File: config.mk
export PLATFORM = sky130hd
export DESIGN_NAME = tmsg_ram
export DESIGN_NICKNAME = d
export VERILOG_FILES = /design/src/rtl/tmsg_ram.sv
export SDC_FILE = /design/constraint.sdc
export NUM_CORES = 1
export LEC_CHECK = 0
export ABC_AREA = 1
export BUFFER_PORTS_ARGS = -buffer_cell sky130_fd_sc_hd__buf_4
export CORE_MARGIN = 2
export CORE_UTILIZATION = 40
export DETAILED_ROUTE_END_ITERATION = 6
export PLACE_DENSITY = 0.65
export SLEW_MARGIN = 40
export SYNTH_ARGS = -nofsm -noshare
export SYNTH_HDL_FRONTEND = slang
export SYNTH_SLANG_ARGS = --single-unit
File: constraint.sdc
create_clock -name i_clk -period 1.62 [get_ports i_clk]
set_input_delay 0.243 -clock i_clk [delete_from_list [all_inputs] [get_ports i_clk]]
set_output_delay 0.243 -clock i_clk [all_outputs]
set_load 0.01 [all_outputs]
File: src/rtl/tmsg_ram.sv
// Generic single-write, single-read synchronous RAM with registered read data.
`timescale 1ns / 1ps

module tmsg_ram #(
    parameter int  WIDTH = 8,
    parameter int  DEPTH = 16,
    localparam int AW    = (DEPTH > 1) ? $clog2(DEPTH) : 1
) (
    input  logic             i_clk,
    input  logic             i_we,
    input  logic [AW-1:0]    i_waddr,
    input  logic [WIDTH-1:0] i_wdata,
    input  logic [AW-1:0]    i_raddr,
    output logic [WIDTH-1:0] o_rdata
);

    logic [WIDTH-1:0] r_mem [DEPTH];
    logic [WIDTH-1:0] r_rdata;

    // Write port and registered read port
    always_ff @(posedge i_clk) begin
        if (i_we) begin
            r_mem[i_waddr] <= i_wdata;
        end
        r_rdata <= r_mem[i_raddr];
    end

    assign o_rdata = r_rdata;

endmodule

==> out/summary.txt <==
Hold Path End: o_rdata[2]
Yosys warnings: 0
Commonest non-fill, non-tap cell in the layout: nand2_1
Clock tree buffer depth: 2
Fin util: 48.4%
Post-layout nets: 612
Post-layout min period: 1.14 ns
WL final: 13000 µm
R2r setup slk: 0.59 ns
Most frequent cells in the layout: 173 x nand2_1, 128 x edfxtp_1, 100 x inv_1
Compound-Gate Fraction of Synth Area: 0%
Post-CTS Setup Bufs: 0
Max FO, Critical Path: 1
Final ANT Viol Nets: 0
Sequential area share after synthesis: 69.4%
HPWL after DPL: 7970 µm
Post-synthesis mux area share: 0%
Gr ovfl total: 0
Hold Vio Cnt, Final: 0
Hold Buf Count CTS: 0
Slew Limit Fails: 0
Antenna violations before repair: 0
Crit start category: register
Die X-Extent: 124 µm
Max-Slew Margin vs Limit: 60.4%
Largest net degree at the start of global routing: 41
CTS tree: built
CTS Buf Count: 17
Synthesized area: 0.00577 mm²
Post-Synth Simple-Gate Area: 21.0%
Worst setup margin: 0.479 ns
Die Ht: 124 µm
Initial detailed-routing violation count: 355
CP peak stage delay: 0.35 ns
Clk pin slew, worst setup/hold paths: 0.05 ns
HP Class: in2reg
Worst R2R End: o_rdata[4]
Hold_sp: i_raddr[3]
Vias in the first global route: 3635
Required time worst endpoint: 1.38 ns
Syn Inst Count: 551
Effective utilization at floorplan: 41.2%
R2R Path Start: r_mem[7][4]
Drt first pass iters: 5
#FFs+latches synth: 136
Yosys cell types: 12
Cell Pwr Density: 1210 mW/mm²
Gpl congestion: 0.849
Vias: 3823
Num ports: 26
H-tree levels: 4
Maximum vdd drop: 0.000796 V
Die Area: 0.0154 mm²
RSZ-0062 raised after global routing: no
First-pass GRT wire length: 20300 µm
P&R area growth vs syn: 17.5%
P_leak: 2.95 nW
WS Path Type: reg2out
Rows: 43
Clock latency on the worst-skew pair: 0.42 ns
Largest family of logic cells by synthesized area: simple AND/OR/NAND/NOR gates
Post-synthesis adder-cell area fraction: 0%
DRC viols: 0
CTS sink count: 136
Max-cap violations: 0
Cell family with most CP delay: flip-flops
Buf+Inv Stages, Crit Path: 1
Core area: 0.0140 mm²
CP endpoint kind: output pin
WHS: 0.155 ns
Arrival time worst endpoint: 0.90 ns
Status: finished, final reports clean
Hold path cells: 3
Share of cells above drive strength 1: 12.7%
Post-synth net total: 569
Antenna Cells: 0
Port Buffers: 25
Pre-CTS setup slack: 0.124 ns
Synth Area per Inst: 10.5 µm²
Cts repair resizes: 0
Final period utilization: 70.5%
Max Clk Rate: 0.876 GHz
Critical-path cell list: buf_4
Worst Reg-to-Reg Cells: 6
Root Driver: clkbuf_16
WL per Instance: 16.5 µm
Setup violators final: 0
CP max-delay cell: dfxtp_1
XOR/XNOR Fraction of Synth Area: 0%
Gr usage total: 18.7%
Vias per inst: 4.86
Least-Margin Pin Slew: 0.593 ns
Pwr Total: 8.20 mW
Clock Skew: 0.00411 ns
Sum Neg Setup Slack: 0 ns
-- kinds of logic after synthesis --
family | Yosys count
DFF | 136
and+or+nand+nor | 289
buffers and inverters | 126
-- sequential cells by signal (all words and copies together) (netlist names) --
register and flops:
r_mem 128, o_rdata 8
-- per-stage QoR --
stage | area (µm²) | cells
floorplan | 5770 | 551
global placement | 6210 | 755
detailed placement | 6210 | 755
CTS | 6780 | 786
global route | 6780 | 786
finish | 6780 | 786
-- worst max-delay path by stage --
stage,depth (start not counted),end,from
global placement,5,o_rdata[0],i_raddr[2]
global route,1,o_rdata[2],o_rdata[2]
finish,1,o_rdata[5],o_rdata[5]
detailed placement,5,o_rdata[4],i_raddr[2]
CTS,1,o_rdata[2],o_rdata[2]
floorplan,2,r_mem[10][0],i_waddr[2]
-- synthesized netlist by cell type --
master	number	area share, %
nand2_1	173	11
edfxtp_1	128	67
inv_1	100	6.5
nand3_1	97	8.4
nor2_1	17	1.1
buf_2	13	1.1
dfxtp_1	8	2.8
buf_6	6	1.2
buf_4	4	0.52
inv_2	2	0.13
nand3b_1	2	0.26
buf_1	1	0.065
-- final cells by class --
class | count | area, µm²
Inverter | 102 | 383
Fill cell | 1251 | 7210
Clock buffer | 18 | 429
Multi-Input combinational cell | 289 | 1210
Timing Repair Buffer | 48 | 385
Sequential cell | 136 | 4000
Clock inverter | 13 | 136
Tap cell | 180 | 225
-- routing by layer --
layer | track usage [%] | wire, µm
met1 | 24.0 | 5440
met2 | 30.5 | 6590
met3 | 5.04 | 737
met4 | 6.95 | 198
met5 | 0 | 0
-- power by group --
| group | switching (mW) | total [mW] | internal, mW |
|---|---|---|---|
| Clock | 1.35 | 3.72 | 2.37 |
| Sequential | 0.0248 | 3.96 | 3.93 |
| Combinational | 0.346 | 0.517 | 0.171 |
(Power assumes the default switching activity.)
