**src/rtl/tmsg_pkg.sv**
```systemverilog
// Shared constants, types and command codes for the text-mode scanline generator.
`timescale 1ns / 1ps

package tmsg_pkg;

    // Screen geometry
    localparam int CHARS_PER_ROW = 32;
    localparam int TEXT_ROWS     = 24;
    localparam int CELL_COUNT    = CHARS_PER_ROW * TEXT_ROWS;
    localparam int CELL_AW       = (CELL_COUNT > 1) ? $clog2(CELL_COUNT) : 1;
    localparam int COL_W         = (CHARS_PER_ROW > 1) ? $clog2(CHARS_PER_ROW) : 1;

    // Font store: 8 glyph rows of 128 glyphs
    localparam int GLYPH_COUNT   = 1024;
    localparam int GLYPH_AW      = 10;

    // Field widths
    localparam int ADDR_W        = 10;
    localparam int BYTE_W        = 8;
    localparam int CMP_W         = (CELL_AW > ADDR_W) ? CELL_AW : ADDR_W;

    // Number of scanlines covered by the text band
    localparam logic [BYTE_W-1:0] BAND_LINES = BYTE_W'(TEXT_ROWS * 8);

    // Output queue
    localparam int OUT_DEPTH     = 4;
    localparam int OUT_PW        = $clog2(OUT_DEPTH);
    localparam int OUT_CW        = $clog2(OUT_DEPTH + 1);

    typedef logic [CELL_AW-1:0] t_cell_addr;
    typedef logic [COL_W-1:0]   t_col;
    typedef logic [CMP_W-1:0]   t_cmp_addr;
    typedef logic [OUT_PW-1:0]  t_out_ptr;
    typedef logic [OUT_CW-1:0]  t_out_cnt;
    typedef logic [OUT_CW:0]    t_occ;

    // Input commands
    typedef enum logic [1:0] {
        CMD_SCAN = 2'd0,
        CMD_TEXT = 2'd1,
        CMD_FONT = 2'd2,
        CMD_BEEP = 2'd3
    } t_cmd;

    // One result transaction
    typedef struct packed {
        logic [BYTE_W-1:0] pixels;
        logic              visible;
        logic              last;
        logic [BYTE_W-1:0] beep_count;
    } t_result;

endpackage

```
**src/rtl/tmsg_out_fifo.sv**
```systemverilog
// Small result queue between the scanline pipeline and the output channel.
`timescale 1ns / 1ps

module tmsg_out_fifo (
    input  logic               i_clk,
    input  logic               i_rst_n,
    input  logic               i_push,
    input  tmsg_pkg::t_result  i_data,
    output tmsg_pkg::t_out_cnt o_count,
    output logic               o_valid,
    output tmsg_pkg::t_result  o_data,
    input  logic               i_ready
);

    tmsg_pkg::t_result  r_mem [tmsg_pkg::OUT_DEPTH];
    tmsg_pkg::t_out_ptr r_wr_ptr;
    tmsg_pkg::t_out_ptr r_rd_ptr;
    tmsg_pkg::t_out_cnt r_count;
    logic               w_pop;

    assign w_pop   = o_valid && i_ready;
    assign o_valid = (r_count != '0);
    assign o_data  = r_mem[r_rd_ptr];
    assign o_count = r_count;

    // Store pushed entries
    always_ff @(posedge i_clk) begin
        if (i_push) begin
            r_mem[r_wr_ptr] <= i_data;
        end
    end

    // Advance pointers and occupancy
    always_ff @(posedge i_clk) begin
        if (!i_rst_n) begin
            r_wr_ptr <= '0;
            r_rd_ptr <= '0;
            r_count  <= '0;
        end else begin
            if (i_push) begin
                r_wr_ptr <= r_wr_ptr + tmsg_pkg::t_out_ptr'(1);
            end
            if (w_pop) begin
                r_rd_ptr <= r_rd_ptr + tmsg_pkg::t_out_ptr'(1);
            end
            if (i_push && !w_pop) begin
                r_count <= r_count + tmsg_pkg::t_out_cnt'(1);
            end else if (!i_push && w_pop) begin
                r_count <= r_count - tmsg_pkg::t_out_cnt'(1);
            end
        end
    end

    // Never push into a full queue unless an entry pops in the same cycle
    a_no_overflow: assert property (@(posedge i_clk) disable iff (!i_rst_n)
        (r_count == tmsg_pkg::t_out_cnt'(tmsg_pkg::OUT_DEPTH)) |-> (!i_push || w_pop))
        else $error("result queue overflow");

    // Never pop an empty queue through the count
    a_count_bound: assert property (@(posedge i_clk) disable iff (!i_rst_n)
        (r_count == '0) |=> (r_count == '0 || r_count == tmsg_pkg::t_out_cnt'(1)))
        else $error("result queue count jumped from empty");

    // A push without a pop raises the count by one
    a_count_track: assert property (@(posedge i_clk) disable iff (!i_rst_n)
        (i_push && !w_pop) |=> (r_count == $past(r_count) + tmsg_pkg::t_out_cnt'(1)))
        else $error("result queue count out of step");

endmodule

```
**config.mk**
```make
export PLATFORM = sky130hd
export DESIGN_NAME = tmsg_out_fifo
export DESIGN_NICKNAME = d
export VERILOG_FILES = /design/src/rtl/tmsg_pkg.sv /design/src/rtl/tmsg_out_fifo.sv
export SDC_FILE = /design/constraint.sdc
export NUM_CORES = 1
export LEC_CHECK = 0
export BUFFER_PORTS_ARGS = -buffer_cell sky130_fd_sc_hd__buf_2
export CAP_MARGIN = 20
export CORE_ASPECT_RATIO = 0.8
export CORE_MARGIN = 5
export CORE_UTILIZATION = 50
export DETAILED_ROUTE_END_ITERATION = 10
export GPL_ROUTABILITY_DRIVEN = 0
export PLACE_DENSITY = 0.72
export SYNTH_ARGS = -nofsm -noshare
export SYNTH_HDL_FRONTEND = slang
export SYNTH_SLANG_ARGS = --single-unit
export TNS_END_PERCENT = 100
```
**constraint.sdc**
```tcl
create_clock -name i_clk -period 1.83 [get_ports i_clk]
set_clock_uncertainty 0.1 [all_clocks]
set_input_delay 0.183 -clock i_clk [delete_from_list [all_inputs] [get_ports i_clk]]
set_output_delay 0.183 -clock i_clk [all_outputs]
set_load 0.05 [all_outputs]
```
==> results of run 1 <==
-- synth_stat cells --
cell,n,area [µm²]
xnor2_1,3,26.3
mux4_2,10,225
fa_1,1,20.0
buf_6,1,11.3
edfxtp_1,72,2160
inv_1,3,11.3
o311ai_2,1,16.3
mux4_1,8,210
buf_12,1,20.0
a21boi_0,1,7.51
o31ai_4,1,21.3
o21ai_0,1,5.00
and2_1,9,56.3
nor2b_1,2,12.5
mux2i_1,2,20.0
ha_1,5,62.6
buf_2,2,10.0
dfxtp_1,9,180
or3_1,2,12.5
xor2_1,2,17.5
-- stage by stage --
step / std cells / util [%] / worst slack [ns] / instance area [µm²]
global route: 306 / 67.7 / -0.295 / 4050
finish: 306 / 67.7 / -0.218 / 4050
global placement: 265 / 58.2 / -0.0489 / 3480
floorplan: 136 / - / -0.150 / 3120
CTS: 305 / 66.8 / -0.195 / 3990
detailed placement: 265 / 58.2 / -0.185 / 3480
-- path summary, 6_finish.rpt --
kind	start	to	slack (ns)	cells after the start
hold reg to reg	r_wr_ptr[1]$_SDFFE_PN0P_	r_wr_ptr[1]$_SDFFE_PN0P_	0.48	2
hold / removal	i_rst_n	o_count[0]$_SDFFE_PN0P_	0.03	2
setup reg to reg	o_count[1]$_SDFFE_PN0P_	o_count[2]$_SDFFE_PN0P_	-0.22	7
setup / recovery	o_count[1]$_SDFFE_PN0P_	o_count[2]$_SDFFE_PN0P_	-0.22	7
-- cell families (layout without fill, tap and decap cells) --
family | after synthesis | in the layout | synth area share, %
XOR/XNOR | 5 | 5 | 1.41
AO/OA/AOI/OAI | 4 | 4 | 1.61
AND/OR/NAND/NOR | 13 | 13 | 2.62
adder cells (fa/ha/maj) | 6 | 6 | 2.66
buffers and inverters | 7 | 96 | 1.69
flip-flops | 81 | 81 | 75.4
multiplexers | 20 | 20 | 14.7
-- area by class of cell --
cell class,instances,area share [%]
Clock buffer,10,3.15
Clock inverter,6,1.08
Inverter,3,0.278
Multi-Input combinational cell,48,17.2
Sequential cell,81,58.2
Tap cell,81,2.50
Timing Repair Buffer,77,17.6
-- registers in the layout, indices dropped and copies added (netlist names), named ones only --
register / count
r_mem: 72
o_count: 3
r_rd_ptr: 2
r_wr_ptr: 2
-- report_power, final --
part           leakage (nW)  total, mW  switching (mW)  internal, mW
clock network        0.0765       1.12           0.621         0.494
logic                 0.612       2.37            1.29          1.09
registers             0.738       2.25          0.0840          2.17
total                  1.43       5.74            1.99          3.75
-- metal layers --
| layer | wire (µm) | vias up | global-route usage (%) |
|---|---|---|---|
| met2 | 2950 | 50 | 26.5 |
| met5 | 0 | - | 0 |
| li1 | - | 713 | - |
| met3 | 333 | 5 | 5.03 |
| met1 | 2210 | 820 | 19.0 |
| met4 | 68 | 0 | 6.96 |
-- timing repair --
item	4_1_cts	5_1_grt
buffers inserted	5	2
hold endpoints to repair	72	0
hold buffers	18	0
gates cloned	1	0
pin swaps	2	1
endpoints found under the setup margin	37	56
gates resized for setup	48	16
-- worst max-delay path, stage by stage (launching register included) --
cell and delay, ns:
dfxtp_4 0.36, o31ai_4 0.27, ha_2 0.22, inv_1 0.06, fa_2 0.34, xor2_1 0.16, or3_1 0.34, a21boi_2 0.13
==> flow_summary.yaml, run 1 <==
run_status:
  outcome: "finished, violations left"
  violations: "negative setup slack"
cts:
  cts_made_buffers: 9
  cts.reportedPaths.clkPinSlew_ns: 0.08
  ctsLongestPathBuffers: 2
  cts_tree: "done"
  h-tree-depth: 3
  clk_root_buffer_cell: "clkbuf_8"
  insertion_delay_ns: 0.35
  cts_sinks: 81
grt:
  grt-ovfl-total: 0
  grt_pass1_vias: 1730
  grt_pass1_wl_um: 9200
  grt_start_max_net_pins: 19
  track_usage_pct: 15.8
  antenna_found_initial: 0
power_and_ir_drop:
  total_power_mw: 5.74
  p_per_area_mw_per_mm2: 1420
  max-vdd-ir-drop_v: 0.000662
  p_leak_nw: 1.43
detailed_routing:
  routed_via_density: 5.19
  drc: 0
  avgRoutedWirePerCell_um: 18.2
  drt_pre_antenna_iters: 4
  wl_um: 5550
  first_iter_violations: 134
  dr_total_vias: 1588
  postRouteAntennaNets: 0
min_path:
  hold_path.class: "input port to register"
logic_synthesis:
  synth_seq_area_share_pct: 75.4
  ys_types: 20
  ys_ff_latch: 81
  syn-num-nets: 164
  synth_cells: 136
  netlist_area_mm2: 0.00311
  syn_avg_cell_area_um2: 22.9
  yosys_warnings: 0
run:
  cap_violations: 0
floorplan:
  die_area_mm2: 0.00790
  core-area_mm2: 0.00597
  start_util_pct: 52.0
  io_pins: 44
  die_h_um: 80.5
  num_rows: 25
  die_x_um: 98.1
sta:
  timing.hold.ws_ns: 0.0254
  setup-violations-final: 18
  finalCriticalPeriod_ns: 2.05
  final.setup.tns_ns: -1.30
  setup_ws_ns: -0.218
  rsz0062_at_grt: "yes"
  relSlewSlack_pct: 67.1
  period_share_pct: 112
  clock.fmax_mhz: 488
  hold_viol_final: 0
  finalMaxSlewViolations: 0
  worst_pin_slew_ns: 0.494
cells_and_area:
  nNetsFinal: 248
  multiInputGateArea_um2: 696
  num-fill-cells: 393
  final_cell_mix: "72 x edfxtp_1, 25 x buf_2, 18 x mux4_2, 18 x dlygate4sd3_1, 16 x buf_6"
  syn2layout_area_growth_pct: 30.2
  layout-drive-gt1-share_pct: 45.8
  diodes: 0
  final_common_cell: "edfxtp_1"
  seq_area_mm2: 0.00236
worst_setup_path:
  cp.required_ns: 2.01
  crit_path_end_kind: "register"
  critPathKind: "register to register"
  critPathLaunchType: "register"
  worstPathMaxFanout: 2
  cp.arrival_ns: 2.23
placement:
  dpl.hpwl_um: 3370
  numPortBuffers: 43
Note: power is estimated with default switching activity, not from simulation.
==> inputs of run 2 (changes only) <==
CORE_UTILIZATION = 53   (was 50)
CTS_BUF_LIST = sky130_fd_sc_hd__clkbuf_8   (was not set)
PLACE_DENSITY = 0.76   (was 0.72)
SETUP_SLACK_MARGIN = 0.3   (was not set)
==> flow_summary.yaml, run 2 (synthesized netlist as in run 1, its figures left out) <==
run_status:
  outcome: "finished, violations left"
  violations: "negative setup slack"
detailed_routing:
  first_iter_violations: 113
  postRouteAntennaNets: 0
  wl_um: 5430
  routed_via_density: 5.00
  wl_met1_um: 2160
  drt_pre_antenna_iters: 4
  dr_total_vias: 1534
  avgRoutedWirePerCell_um: 17.7
  route.met3.wl_um: 355
  drc: 0
  highest_layer: "met4"
  wl_met2_um: 2860
grt:
  grt_pass1_vias: 1678
  grt_pass1_wl_um: 8780
  grt_start_max_net_pins: 19
  antenna_found_initial: 0
  grt-ovfl-total: 0
  track_usage_pct: 16.5
sta:
  setup_ws_ns: -0.142
  finalMaxSlewViolations: 0
  clock.fmax_mhz: 507
  final.setup.tns_ns: -1.50
  setup-violations-final: 17
  relSlewSlack_pct: 81.8
  timing.hold.ws_ns: 0.0424
  finalCriticalPeriod_ns: 1.97
  period_share_pct: 108
  worst_pin_slew_ns: 0.273
  hold_viol_final: 0
  rsz0062_at_grt: "yes"
cts:
  insertion_delay_ns: 0.34
  cts_sinks: 81
  cts_made_buffers: 9
  clk_root_buffer_cell: "clkbuf_8"
  cts_tree: "done"
  h-tree-depth: 3
  cts.reportedPaths.clkPinSlew_ns: 0.07
  ctsLongestPathBuffers: 2
power_and_ir_drop:
  max-vdd-ir-drop_v: 0.000829
  p_per_area_mw_per_mm2: 1440
  p_leak_nw: 1.46
  total_power_mw: 5.89
cells_and_area:
  seq_area_mm2: 0.00236
  syn2layout_area_growth_pct: 32.0
  post-route-cell-area_mm2: 0.00410
  diodes: 0
  nNetsFinal: 249
  largest_register_ffs: 72
  layout-drive-gt1-share_pct: 45.1
  num-fill-cells: 361
  final_cell_mix: "72 x edfxtp_1, 24 x buf_2, 19 x buf_6, 18 x mux4_2, 18 x dlygate4sd3_1"
  regMostFlops: "r_mem"
  final_common_cell: "edfxtp_1"
  multiInputGateArea_um2: 693
worst_setup_path:
  r2r_start: "o_count[1]$_SDFFE_PN0P_"
  critPathLaunchType: "register"
  cp.arrival_ns: 2.14
  r2r_cells: 7
  crit_cells: 7
  worstPathMaxFanout: 2
  crit_family: "adder cells"
  critPathBufInv: 1
  slowest_delay_ns: 0.35
  cp_slowest_cell: "dfxtp_4"
  cp.required_ns: 1.99
  r2r_slack_ns: -0.14
  critPathKind: "register to register"
  crit_path_end_kind: "register"
  rr_endpoint: "o_count[2]$_SDFFE_PN0P_"
  cp_cell_sequence: "o31ai_4 -> ha_2 -> inv_2 -> fa_2 -> xor2_1 -> or3_1 -> a21boi_1"
floorplan:
  core-area_mm2: 0.00579
  die_h_um: 78.5
  io_pins: 44
  die_x_um: 95.6
  num_rows: 25
  die_area_mm2: 0.00751
  start_util_pct: 53.7
placement:
  dp_slack_ns: -0.143
  dpl.hpwl_um: 3150
  numPortBuffers: 43
  placedInstanceArea_mm2: 0.00346
run:
  cap_violations: 0
min_path:
  hold_path.class: "input port to register"
  whs_endpoint: "r_wr_ptr[0]$_SDFFE_PN0P_"
  hp-start: "i_rst_n"
  min_path_cells: 2
==> run 2: changes by cell type in the layout (fill, tap and decap cells not counted), moves of 2 or more <==
cell / change
buf_6: +3
and2_2: -3
buf_8: -4
clkinvlp_4: -2
and2_4: +2
==> run 2: worst max path at each step <==
stage / start / to
after floorplan: o_count[2]$_SDFFE_PN0P_ / o_count[2]$_SDFFE_PN0P_
after global placement: o_count[2]$_SDFFE_PN0P_ / o_count[2]$_SDFFE_PN0P_
after detailed placement: o_count[2]$_SDFFE_PN0P_ / o_count[2]$_SDFFE_PN0P_
after CTS: o_count[1]$_SDFFE_PN0P_ / o_count[2]$_SDFFE_PN0P_
after global routing: o_count[1]$_SDFFE_PN0P_ / o_count[2]$_SDFFE_PN0P_
final: o_count[1]$_SDFFE_PN0P_ / o_count[2]$_SDFFE_PN0P_
==> run 2: worst reg2reg max path, cell delays in order, from the launching register on <==
cell	delay [ns]
dfxtp_4	0.35
o31ai_4	0.26
ha_2	0.24
inv_2	0.05
fa_2	0.33
xor2_1	0.15
or3_1	0.30
a21boi_1	0.13
==> run 2: area by class of cell <==
cell class                      instances  share of cell area, %
Sequential cell                        81                   57.5
Clock inverter                          7                   1.53
Timing Repair Buffer                   78                   18.3
Inverter                                3                  0.275
Clock buffer                            9                   3.02
Tap cell                               81                   2.47
Multi-Input combinational cell         48                   16.9
==> run 2: repair_timing <==
item                                   in CTS  in global routing
hold buffers                               18                  0
buffers inserted                            2                  2
setup endpoints to repair                  57                 40
resized for setup                          48                  2
pin swaps                                   3                  1
gates cloned                                2                  1
endpoints found under the hold margin      72                  0
==> run 2: layer usage <==
metal,track usage [%],up-vias
met5,0,-
met3,6.32,5
met1,19.9,767
met2,27.9,40
li1,-,722
met4,4.26,0
==> run 2: where the power goes <==
part / internal (mW) / total, mW / switching, mW
logic: 1.15 / 2.45 / 1.30
registers: 2.17 / 2.25 / 0.0846
clock network: 0.615 / 1.19 / 0.577
==> run 2: through the flow <==
| step | std cells | utilization [%] |
|---|---|---|
| 3_3_place_gp | 266 | 59.7 |
| 3_5_place_dp | 266 | 59.7 |
| 4_1_cts | 304 | 69.9 |
| 5_1_grt | 307 | 70.9 |
| 6_report | 307 | 70.9 |
| 2_1_floorplan | 136 | - |
